--- src/hw/rtl/rass_pkg.sv ---
package rass_pkg;

    // Command codes carried in the cmd field
    localparam logic [1:0] CMD_TICK  = 2'd0;
    localparam logic [1:0] CMD_START = 2'd1;
    localparam logic [1:0] CMD_STOP  = 2'd2;

    // Configuration register indexes
    localparam int unsigned CFG_IDX_W = 3;
    localparam int unsigned CFG_DATA_W = 32;
    localparam logic [CFG_IDX_W-1:0] REG_DEBOUNCE_MS    = 3'd0;
    localparam logic [CFG_IDX_W-1:0] REG_AUTO_STOP_MS   = 3'd1;
    localparam logic [CFG_IDX_W-1:0] REG_RETRY_INTERVAL = 3'd2;
    localparam logic [CFG_IDX_W-1:0] REG_MAX_RETRIES    = 3'd3;
    localparam logic [CFG_IDX_W-1:0] REG_AUTO_RESTART   = 3'd4;

    // Configuration reset values
    localparam logic [15:0] RST_DEBOUNCE_MS    = 16'd50;
    localparam logic [31:0] RST_AUTO_STOP_MS   = 32'd300000;
    localparam logic [15:0] RST_RETRY_INTERVAL = 16'd1000;
    localparam logic [7:0]  RST_MAX_RETRIES    = 8'd5;

    // Saturation point of the stop attempt counter
    localparam logic [7:0] ATTEMPT_MAX = 8'd255;

    // ms to seconds: q = (d * MUL) >> SHIFT is exact for any 32-bit d
    localparam int unsigned     DIV_MUL_W   = 29;
    localparam int unsigned     DIV_PROD_W  = 32 + DIV_MUL_W;
    localparam int unsigned     DIV_SHIFT   = 38;
    localparam int unsigned     SECS_W      = 23;
    localparam logic [DIV_MUL_W-1:0] DIV_MUL = 29'd274877907;

    // Input item
    typedef struct packed {
        logic [1:0]  cmd;
        logic [31:0] now_ms;
        logic        arm_low;
        logic        start_ok;
        logic        stop_ok;
    } t_in_item;

    // Result item
    typedef struct packed {
        logic              start_request;
        logic              stop_request;
        logic              mode;
        logic [SECS_W-1:0] recording_seconds;
        logic              command_ok;
    } t_out_item;

    // Sequencer decision for one item, before the seconds conversion
    typedef struct packed {
        logic        start_request;
        logic        stop_request;
        logic        mode;
        logic        command_ok;
        logic [31:0] elapsed_ms;
    } t_step;

endpackage

--- src/hw/rtl/rass_ctrl.sv ---
module rass_ctrl (
    input  logic                          i_clk,
    input  logic                          i_rst_n,
    input  logic                          i_cfg_we,
    input  logic [rass_pkg::CFG_IDX_W-1:0]  i_cfg_index,
    input  logic [rass_pkg::CFG_DATA_W-1:0] i_cfg_data,
    input  logic                          i_accept,
    input  rass_pkg::t_in_item            i_item,
    output rass_pkg::t_step               o_step
);

    // Configuration registers
    logic [15:0] r_debounce_ms;
    logic [31:0] r_auto_stop_ms;
    logic [15:0] r_retry_interval;
    logic [7:0]  r_max_retries;
    logic        r_auto_restart;

    // Sequencer state
    logic        r_mode, n_mode;
    logic        r_arm_latched, n_arm_latched;
    logic [31:0] r_debounce_start, n_debounce_start;
    logic [31:0] r_record_start, n_record_start;
    logic [31:0] r_last_attempt, n_last_attempt;
    logic [7:0]  r_attempt_cnt, n_attempt_cnt;

    // Shared differences against the current time
    logic [31:0] w_deb_start;
    logic [31:0] w_deb_elapsed;
    logic [31:0] w_rec_elapsed;
    logic [31:0] w_retry_elapsed;
    logic [7:0]  w_attempt_inc;
    logic        w_retry_wait;
    logic        w_sreq, w_preq, w_ok;
    logic [1:0]  w_el_sel;

    localparam logic [1:0] EL_KEEP = 2'd0;
    localparam logic [1:0] EL_ZERO = 2'd1;
    localparam logic [1:0] EL_NOW  = 2'd2;

    assign w_deb_start     = (r_debounce_start == 32'd0) ? i_item.now_ms : r_debounce_start;
    assign w_deb_elapsed   = i_item.now_ms - w_deb_start;
    assign w_rec_elapsed   = i_item.now_ms - r_record_start;
    assign w_retry_elapsed = i_item.now_ms - r_last_attempt;
    assign w_retry_wait    = (r_last_attempt != 32'd0) &&
                             (w_retry_elapsed < {16'd0, r_retry_interval});
    assign w_attempt_inc   = (r_attempt_cnt < rass_pkg::ATTEMPT_MAX) ?
                             r_attempt_cnt + 8'd1 : r_attempt_cnt;

    // Next state and request decisions for the item at the input
    always_comb begin
        n_mode           = r_mode;
        n_arm_latched    = r_arm_latched;
        n_debounce_start = r_debounce_start;
        n_record_start   = r_record_start;
        n_last_attempt   = r_last_attempt;
        n_attempt_cnt    = r_attempt_cnt;
        w_sreq           = 1'b0;
        w_preq           = 1'b0;
        w_ok             = 1'b1;
        w_el_sel         = EL_KEEP;
        case (i_item.cmd)
            rass_pkg::CMD_TICK: begin
                if (!r_mode) begin
                    // idle: debounce the arm pin
                    if (!i_item.arm_low) begin
                        n_arm_latched    = 1'b0;
                        n_debounce_start = 32'd0;
                    end else if (!r_arm_latched) begin
                        n_debounce_start = w_deb_start;
                        if (w_deb_elapsed >= {16'd0, r_debounce_ms}) begin
                            n_arm_latched = 1'b1;
                            w_sreq        = 1'b1;
                            if (i_item.start_ok) begin
                                n_mode         = 1'b1;
                                n_record_start = i_item.now_ms;
                                w_el_sel       = EL_ZERO;
                            end
                        end
                    end
                end else if (w_rec_elapsed >= r_auto_stop_ms && !w_retry_wait) begin
                    // recording: automatic stop attempt
                    n_last_attempt = i_item.now_ms;
                    n_attempt_cnt  = w_attempt_inc;
                    w_preq         = 1'b1;
                    if (i_item.stop_ok) begin
                        n_last_attempt = 32'd0;
                        n_attempt_cnt  = 8'd0;
                        if (r_auto_restart) begin
                            w_sreq = 1'b1;
                            if (i_item.start_ok) begin
                                n_record_start = i_item.now_ms;
                                w_el_sel       = EL_ZERO;
                            end else begin
                                n_mode = 1'b0;
                            end
                        end else begin
                            n_mode           = 1'b0;
                            n_arm_latched    = 1'b0;
                            n_debounce_start = 32'd0;
                        end
                    end else if (w_attempt_inc >= r_max_retries) begin
                        // give up to idle
                        n_mode           = 1'b0;
                        n_arm_latched    = 1'b0;
                        n_debounce_start = 32'd0;
                        n_last_attempt   = 32'd0;
                        n_attempt_cnt    = 8'd0;
                    end
                end
            end
            rass_pkg::CMD_START: begin
                if (!r_mode) begin
                    w_sreq = 1'b1;
                    w_ok   = i_item.start_ok;
                    if (i_item.start_ok) begin
                        n_mode         = 1'b1;
                        n_record_start = 32'd0;
                        w_el_sel       = EL_NOW;
                    end
                end
            end
            rass_pkg::CMD_STOP: begin
                if (r_mode) begin
                    w_preq = 1'b1;
                    w_ok   = i_item.stop_ok;
                    if (i_item.stop_ok) begin
                        n_mode           = 1'b0;
                        n_arm_latched    = 1'b0;
                        n_debounce_start = 32'd0;
                    end
                end
            end
            default: begin
                // unused command: no action
            end
        endcase
    end

    // Decision handed to the result stage
    always_comb begin
        o_step.start_request = w_sreq;
        o_step.stop_request  = w_preq;
        o_step.mode          = n_mode;
        o_step.command_ok    = w_ok;
        case (w_el_sel)
            EL_ZERO: o_step.elapsed_ms = 32'd0;
            EL_NOW:  o_step.elapsed_ms = i_item.now_ms;
            default: o_step.elapsed_ms = w_rec_elapsed;
        endcase
    end

    // Configuration writes
    always_ff @(posedge i_clk) begin
        if (!i_rst_n) begin
            r_debounce_ms    <= rass_pkg::RST_DEBOUNCE_MS;
            r_auto_stop_ms   <= rass_pkg::RST_AUTO_STOP_MS;
            r_retry_interval <= rass_pkg::RST_RETRY_INTERVAL;
            r_max_retries    <= rass_pkg::RST_MAX_RETRIES;
            r_auto_restart   <= 1'b0;
        end else if (i_cfg_we) begin
            case (i_cfg_index)
                rass_pkg::REG_DEBOUNCE_MS:    r_debounce_ms    <= i_cfg_data[15:0];
                rass_pkg::REG_AUTO_STOP_MS:   r_auto_stop_ms   <= i_cfg_data[31:0];
                rass_pkg::REG_RETRY_INTERVAL: r_retry_interval <= i_cfg_data[15:0];
                rass_pkg::REG_MAX_RETRIES:    r_max_retries    <= i_cfg_data[7:0];
                rass_pkg::REG_AUTO_RESTART:   r_auto_restart   <= i_cfg_data[0];
                default: begin
                    // writes beyond the register list are dropped
                end
            endcase
        end
    end

    // Sequencer state, updated once per accepted item
    always_ff @(posedge i_clk) begin
        if (!i_rst_n) begin
            r_mode           <= 1'b0;
            r_arm_latched    <= 1'b0;
            r_debounce_start <= 32'd0;
            r_record_start   <= 32'd0;
            r_last_attempt   <= 32'd0;
            r_attempt_cnt    <= 8'd0;
        end else if (i_accept) begin
            r_mode           <= n_mode;
            r_arm_latched    <= n_arm_latched;
            r_debounce_start <= n_debounce_start;
            r_record_start   <= n_record_start;
            r_last_attempt   <= n_last_attempt;
            r_attempt_cnt    <= n_attempt_cnt;
        end
    end

`ifndef ASSERT_OFF
    // State only moves on an accepted item
    a_state_hold: assert property (@(posedge i_clk) disable iff (!i_rst_n)
        !i_accept |=> $stable(r_mode) && $stable(r_attempt_cnt) && $stable(r_record_start))
        else $error("sequencer state changed without an item");

    // Successful force start from idle begins recording at time zero
    a_force_start: assert property (@(posedge i_clk) disable iff (!i_rst_n)
        (i_accept && i_item.cmd == rass_pkg::CMD_START && !r_mode && i_item.start_ok)
        |=> r_mode && r_record_start == 32'd0)
        else $error("force start did not enter recording");

    // A successful stop either leaves recording or clears the retry count
    a_stop_ok: assert property (@(posedge i_clk) disable iff (!i_rst_n)
        (i_accept && o_step.stop_request && i_item.stop_ok)
        |=> (!r_mode || r_attempt_cnt == 8'd0))
        else $error("successful stop left stale retry state");
`endif

endmodule

--- src/hw/rtl/record_arm_autostop_sequencer.sv ---
// Channel | Direction | Handshake                    | Payload
// in      | input     | i_in_valid / o_in_ready      | i_in_data  (rass_pkg::t_in_item)
// out     | output    | o_out_valid / i_out_ready    | o_out_data (rass_pkg::t_out_item)
// cfg     | input     | i_cfg_valid / o_cfg_ready    | i_cfg_index, i_cfg_data
//
// One item per cycle unless the output stalls; stage one feeds the output register.
// Sequencer state updates in the accept cycle; the ms to seconds multiply
// sits in the second stage ahead of the output register.
// i_rst_n is synchronous, active low; all control and state clear.
// A stalled output holds its item; the input keeps accepting while stage one
// is empty or can move forward. Config writes are always accepted.
module record_arm_autostop_sequencer (
    input  logic                            i_clk,
    input  logic                            i_rst_n,
    input  logic                            i_in_valid,
    output logic                            o_in_ready,
    input  rass_pkg::t_in_item              i_in_data,
    output logic                            o_out_valid,
    input  logic                            i_out_ready,
    output rass_pkg::t_out_item             o_out_data,
    input  logic                            i_cfg_valid,
    output logic                            o_cfg_ready,
    input  logic [rass_pkg::CFG_IDX_W-1:0]  i_cfg_index,
    input  logic [rass_pkg::CFG_DATA_W-1:0] i_cfg_data
);

    logic                r_v1;
    rass_pkg::t_step     r_s1;
    logic                r_v2;
    rass_pkg::t_out_item r_out;

    rass_pkg::t_step                 w_step;
    logic                            w_accept;
    logic                            w_adv2;
    logic [rass_pkg::DIV_PROD_W-1:0] w_prod;
    rass_pkg::t_out_item             n_out;

    assign o_cfg_ready = 1'b1;
    assign w_adv2      = !r_v2 || i_out_ready;
    assign o_in_ready  = !r_v1 || w_adv2;
    assign w_accept    = i_in_valid && o_in_ready;

    rass_ctrl u_ctrl (
        .i_clk       (i_clk),
        .i_rst_n     (i_rst_n),
        .i_cfg_we    (i_cfg_valid),
        .i_cfg_index (i_cfg_index),
        .i_cfg_data  (i_cfg_data),
        .i_accept    (w_accept),
        .i_item      (i_in_data),
        .o_step      (w_step)
    );

    // Elapsed ms to whole seconds by reciprocal multiply
    assign w_prod = {{rass_pkg::DIV_MUL_W{1'b0}}, r_s1.elapsed_ms} *
                    {{32{1'b0}}, rass_pkg::DIV_MUL};

    always_comb begin
        n_out.start_request     = r_s1.start_request;
        n_out.stop_request      = r_s1.stop_request;
        n_out.mode              = r_s1.mode;
        n_out.command_ok        = r_s1.command_ok;
        n_out.recording_seconds = r_s1.mode ?
            w_prod[rass_pkg::DIV_SHIFT +: rass_pkg::SECS_W] : '0;
    end

    // Pipeline valid flags
    always_ff @(posedge i_clk) begin
        if (!i_rst_n) begin
            r_v1 <= 1'b0;
            r_v2 <= 1'b0;
        end else begin
            if (w_adv2) begin
                r_v2 <= r_v1;
            end
            if (w_accept) begin
                r_v1 <= 1'b1;
            end else if (w_adv2) begin
                r_v1 <= 1'b0;
            end
        end
    end

    // Payload registers
    always_ff @(posedge i_clk) begin
        if (w_accept) begin
            r_s1 <= w_step;
        end
        if (w_adv2 && r_v1) begin
            r_out <= n_out;
        end
    end

    assign o_out_valid = r_v2;
    assign o_out_data  = r_out;

`ifndef ASSERT_OFF
    // An idle result never reports recording time
    a_idle_secs: assert property (@(posedge i_clk) disable iff (!i_rst_n)
        (o_out_valid && !o_out_data.mode) |-> o_out_data.recording_seconds == '0)
        else $error("idle result with nonzero seconds");

    // An accepted item always lands in stage one
    a_stage1_fill: assert property (@(posedge i_clk) disable iff (!i_rst_n)
        w_accept |=> r_v1)
        else $error("accepted item lost before stage one");

    // A full stage one moves to the output when the output frees up
    a_stage2_fill: assert property (@(posedge i_clk) disable iff (!i_rst_n)
        (r_v1 && w_adv2) |=> r_v2)
        else $error("stage one item not forwarded");
`endif

endmodule

--- config.mk ---
export PLATFORM = sky130hd
export DESIGN_NAME = record_arm_autostop_sequencer
export DESIGN_NICKNAME = d
export VERILOG_FILES = /design/src/hw/rtl/rass_pkg.sv /design/src/hw/rtl/rass_ctrl.sv /design/src/hw/rtl/record_arm_autostop_sequencer.sv
export SDC_FILE = /design/constraint.sdc
export NUM_CORES = 2
export LEC_CHECK = 0
export BUFFER_PORTS_ARGS = -buffer_cell sky130_fd_sc_hd__buf_2
export CAP_MARGIN = 20
export CORE_MARGIN = 1.5
export CORE_UTILIZATION = 38
export DETAILED_ROUTE_END_ITERATION = 6
export GPL_ROUTABILITY_DRIVEN = 0
export SYNTH_ARGS = -nofsm -noshare
export SYNTH_HDL_FRONTEND = slang
export SYNTH_SLANG_ARGS = --single-unit
--- constraint.sdc ---
create_clock -name i_clk -period 12 [get_ports i_clk]
set_input_delay 0.6 -clock i_clk [delete_from_list [all_inputs] [get_ports i_clk]]
set_output_delay 0.6 -clock i_clk [all_outputs]
set_load 0.01 [all_outputs]
; ---- Yosys cells after proc, flatten, opt, wreduce, memory -nomap -nowiden
; Index checks and enable logic that the tools add are counted.
[op_classes]
n_addsub = 4
n_mul = 1
n_div = 0
magnitude_cmp = 5
eq_ne = 21
shifts = 0
mux = 80
bitwise = 0
reduce_logical = 25
[ops]
columns = op, count
row1 = $mux W32, 22
row2 = $pmux W32 S2, 3
row3 = $sub A32 B32 Y32, 3
row4 = $mul A32 B29 Y61 const B, 1
row5 = $mux W1, 38
row6 = $ge A32 B16 Y1, 1
row7 = $ge A32 B32 Y1, 1
row8 = $logic_not A32 Y1, 1
row9 = $lt A32 B16 Y1, 1
row10 = $reduce_bool A32 Y1, 1
row11 = $mux W8, 3
row12 = $mux W2, 8
row13 = $reduce_and A10 Y1, 1
row14 = $reduce_and A2 Y1, 5
row15 = $ne A3 B2 Y1 const B, 3
row16 = $add A8 B1 Y8 const B, 1
row17 = $ge A8 B8 Y1, 1
row18 = $lt A8 B8 Y1 const B, 1
row19 = $ne A4 B4 Y1 const B, 2
row20 = $pmux W1 S2, 4
row21 = $reduce_and A8 Y1, 1
row22 = $reduce_and A7 Y1, 1
row23 = $eq A3 B2 Y1 const B, 2
row24 = $ne A2 B2 Y1 const B, 3
row25 = 17 further kinds, 28
[totals]
regBits = 244
latchBits = 0
ram_bits = 0
romBits = 0
input_bits = 77
out_inout_bits = 30
wordCells = 159
mem_count = 0

; ---- Logic depth before layout (Yosys ltp)
[logic_depth]
ltp_word = 11
mapped_depth = 31
mapped_depth_nobuf = 30

; ---- Modules after synthesis
; Synthesis repeated with hierarchy kept, for this count alone.
[unflattened]
cells_unflattened = 3629
hier_area_um2 = 31579.0
[by_module_without_submodules]
columns = mod, instances, cells_per_inst, area_each_um2, seq_area_each_um2
row1 = record_arm_autostop_sequencer, 1, 1680, 17017.6, 1931.9
row2 = rass_ctrl, 1, 1949, 14561.5, 3583.4

; ---- Worst setup path before layout
; Ideal clock, no wire load.
[synth_timing]
path_kind = reg2reg
from = reg r_s1[12] in the netlist's numbering
to = reg r_out, in the netlist o_out_data[21] (data pin)
setup_time_ns = 0.266
arrival_ns = 6.687
required_time_ns = 11.734
setup_slack_ns = 5.047
path_stages_with_launch = 28
n_path_buf = 0
period_less_slack_ns = 6.953
cell_sequence = edfxtp_1 -> ha_1 -> fa_1 -> fa_1 -> inv_1 -> fa_1 -> inv_1 -> fa_1 -> inv_1 -> fa_1 -> inv_1 -> fa_1 -> inv_1 -> fa_1 -> inv_1 -> ha_1 -> a21oi_1 -> o21ai_0 -> a21o_1 -> a21o_1 -> a221oi_1 -> o31a_1 -> o31ai_1 -> a211oi_1 -> nor2b_1 -> nor2_1 -> xor2_1 -> nor2_1
[synth_between]
elab_chain_cells = 1
[synth_lines]
columns = item, line_no
row1 = "start, declared", record_arm_autostop_sequencer.sv:28  ; rass_pkg::t_step r_s1;
row2 = "start signal, assigned", record_arm_autostop_sequencer.sv:87  ; r_s1 <= w_step;
row3 = $mul A32 B29 Y61, record_arm_autostop_sequencer.sv:55  ; assign w_prod = {{rass_pkg::DIV_MUL_W{1'b0}}, r_s1.elapsed_ms} *
row4 = "end signal, assigned", record_arm_autostop_sequencer.sv:90  ; r_out <= n_out;
row5 = "end, declared", record_arm_autostop_sequencer.sv:30  ; rass_pkg::t_out_item r_out;
; Every way passes these cells.
; A chain may end at the register's enable or synchronous reset.

; ---- Worst setup path in the final report
[layout_timing]
from = reg r_s1[19] in the netlist's numbering
to = reg r_out, in the netlist o_out_data[22] (data pin)
; The elaborated chain is that of the path after synthesis.

==> flow_summary.yaml <==
outcome:
  status: "finished clean"
cts:
  clkTransAtPathRegs_ns: 0.06
  cts_sinks: 244
  clk_latency_ns: 0.60
  ctsHoldBuffers: 0
  cts.path.max_buffers: 3
  post_cts_buffers: 0
  cts_max_level: 1
  cts_resized: 0
  cts_made_buffers: 31
  cts_tree: "done"
  cts-root-buf: "clkbuf_16"
sta:
  drv_slew: 0
  tns_ns: 0
  final-setup-viol-count: 0
  fin_skew_ns: 0.0228
  relSlewSlack: 0.276
  rsz0062_at_grt: "no"
  fin_crit_sh: 0.684
  period_needed_ns: 8.21
  fmax_mhz: 122
  worst_pin_slew_ns: 1.09
  hold_viol_final: 0
synthesis:
  syn_inst: 3531
  netlist_area_um2: 30900
  netlist.top_cell.by_area: "ha_1"
  synth_top_area_share: 0.226
  synth_edf_count: 63
  yosys.cell_types.count: 90
  synthTopCellsByArea: "ha_1 (23%), fa_1 (19%), dfxtp_1 (12%)"
  ys.flop_type: "dfxtp_1"
  ys_ff_latch: 244
  syn_area_per_cell_um2: 8.75
  synth_nets: 4467
  ys_warn_count: 0
  synthArstFlopShare: 0
  ys_seq_area_frac: 0.178
global_route:
  grt_overflow: 0
  grt_antenna_before_repair: 1
  grt_pass1_vias: 24500
  grt_max_degree: 80
  track_usage: 0.205
  grt_pass1_wl_um: 134000
worst_setup_path:
  required_ns: 12.34
  worstRegToRegCells: 26
  worstPathMaxFanout: 10
  critPathLaunchType: "flip-flop"
  criticalPathCategory: "reg -> reg"
  arrival_ns: 8.55
  endpoint_kind: "flip-flop"
  r2r_setup_slack_ns: 3.79
place:
  port_buffers: 105
  hpwlAfterDp_um: 69100
  dp_cells: 4613
  postPlaceCellArea_um2: 32400
flow_run:
  cap_violations: 0
layout:
  design_area_um2: 33400
  final_cells: 4669
  nets: 4522
  num-fill-cells: 8044
  multi_input_area_um2: 22300
  n_antenna_cell: 0
  area_delta_synth_final_pct: 8.13
  drive_above_1_share: 0.0557
  register_area_um2: 5520
detailed_routing:
  ant_nets: 0
  via_per_inst: 5.16
  drc: 0
  drt-total-wl_um: 84900
  via_count: 24100
  wl_per_cell_um: 18.2
  drt_first_iter_violations: 1430
  first_pass_iters: 5
die:
  coreArea_um2: 80500
  rows: 104
  dieWidth_um: 288
  dieArea_um2: 83000
  dieHeight_um: 288
  io_pins: 107
  initial_core_util: 0.384
hold_path:
  min_path_type: "in -> reg"
  hold_depth: 3
## Yosys cell counts, types with 7 or more instances
cell and number:
fa_1 301, xor2_1 34, edfxtp_1 63, or2_2 9, nand4_1 32, o21a_1 22
a31oi_1 10, nand3_1 67, and2_1 9, a2111oi_0 8, or3_1 12, a211oi_1 21
o31a_1 7, nor3_1 30, dfxtp_1 181, o21bai_1 11, mux2i_1 71, nor2_1 184
o31ai_1 8, nand2_1 365, xnor2_1 54, o211ai_1 37, o21ai_0 86, a21oi_1 258
inv_1 696, a21o_1 75, clkbuf_1 84, nand2b_1 49, and3_1 16, o21ai_1 9
nor2b_1 24, o2111ai_1 9, nor4_1 22, ha_1 558
## sequential cells by signal, indices dropped and copies added (netlist names), 4 cells and up
register,cells
n_out,4
u_ctrl.r_attempt_cnt,8
u_ctrl.r_max_retries,8
u_ctrl.r_record_start,32
r_s1,32
u_ctrl.r_debounce_ms,16
o_out_data,27
u_ctrl.r_auto_stop_ms,32
u_ctrl.r_debounce_start,32
u_ctrl.r_last_attempt,32
u_ctrl.r_retry_interval,16
## per-layer routing
layer / up-vias / wire length, um / GRT usage
met1: 11600 / 37400 / 0.265
met3: 125 / 3160 / 0.0171
met2: 507 / 41700 / 0.366
met5: - / 13 / 0
li1: 11800 / - / -
met4: 2 / 2600 / 0.0572
## stage by stage
step            util  worst slack [ns]  hold slack [ns]
3_5_place_dp   0.403              3.76            0.419
2_1_floorplan      -              5.05            0.400
6_report       0.415              3.79            0.226
5_1_grt        0.415              3.45            0.221
3_3_place_gp   0.403              3.92            0.420
4_1_cts        0.415              3.76            0.201
## cell families after synthesis
family	share of synthesized area
flip-flops	0.178
buffers and inverters	0.0997
multiplexers	0.0230
AO/OA/AOI/OAI	0.126
AND/OR/NAND/NOR	0.127
other	0.000121
XOR/XNOR	0.0249
adder cells (fa/ha/maj)	0.421
## cell type report
| type | instances | share of cell area |
|---|---|---|
| Inverter | 698 | 0.0784 |
| Clock buffer | 42 | 0.0253 |
| Sequential cell | 244 | 0.165 |
| Clock inverter | 14 | 0.00371 |
| Tap cell | 1060 | 0.0397 |
| Timing Repair Buffer | 121 | 0.0196 |
| Multi-Input combinational cell | 2490 | 0.668 |
## path summary, 6_finish.rpt
path / startpoint / end
worst max-delay path: r_s1[19] / o_out_data[22]
worst max register to register: r_s1[19] / o_out_data[22]
worst min-delay path: i_in_valid / r_v1
worst min register to register: n_out[26] / o_out_data[26]
## critical path, cell delays in order (launching register included)
cell and delay [ns]:
edfxtp_1 0.83, ha_1 0.41, fa_1 0.41, fa_1 0.49, inv_1 0.05, fa_1 0.47, inv_1 0.05, fa_1 0.49
inv_1 0.05, fa_1 0.52, inv_1 0.05, fa_1 0.47, inv_1 0.05, fa_1 0.47, inv_1 0.06, ha_1 0.31
and4_1 0.19, nand4_1 0.17, a221oi_1 0.42, a221oi_1 0.18, buf_4 0.20, o31a_1 0.36, o31ai_1 0.53, a211oi_1 0.22
a21oi_1 0.28, xnor2_1 0.15, nor2_1 0.05
## cells in the final DEF, fill, tap and decap left out, types with 74 or more instances in the layout
master,instances
dfxtp_1,181
nand2_1,365
nor2_1,182
o21ai_0,86
buf_2,104
a21o_1,74
ha_1,558
inv_1,696
fa_1,301
a21oi_1,258
Power is not shown: default switching activity piles up to over one toggle a cycle in this logic, so the estimate is an artifact.
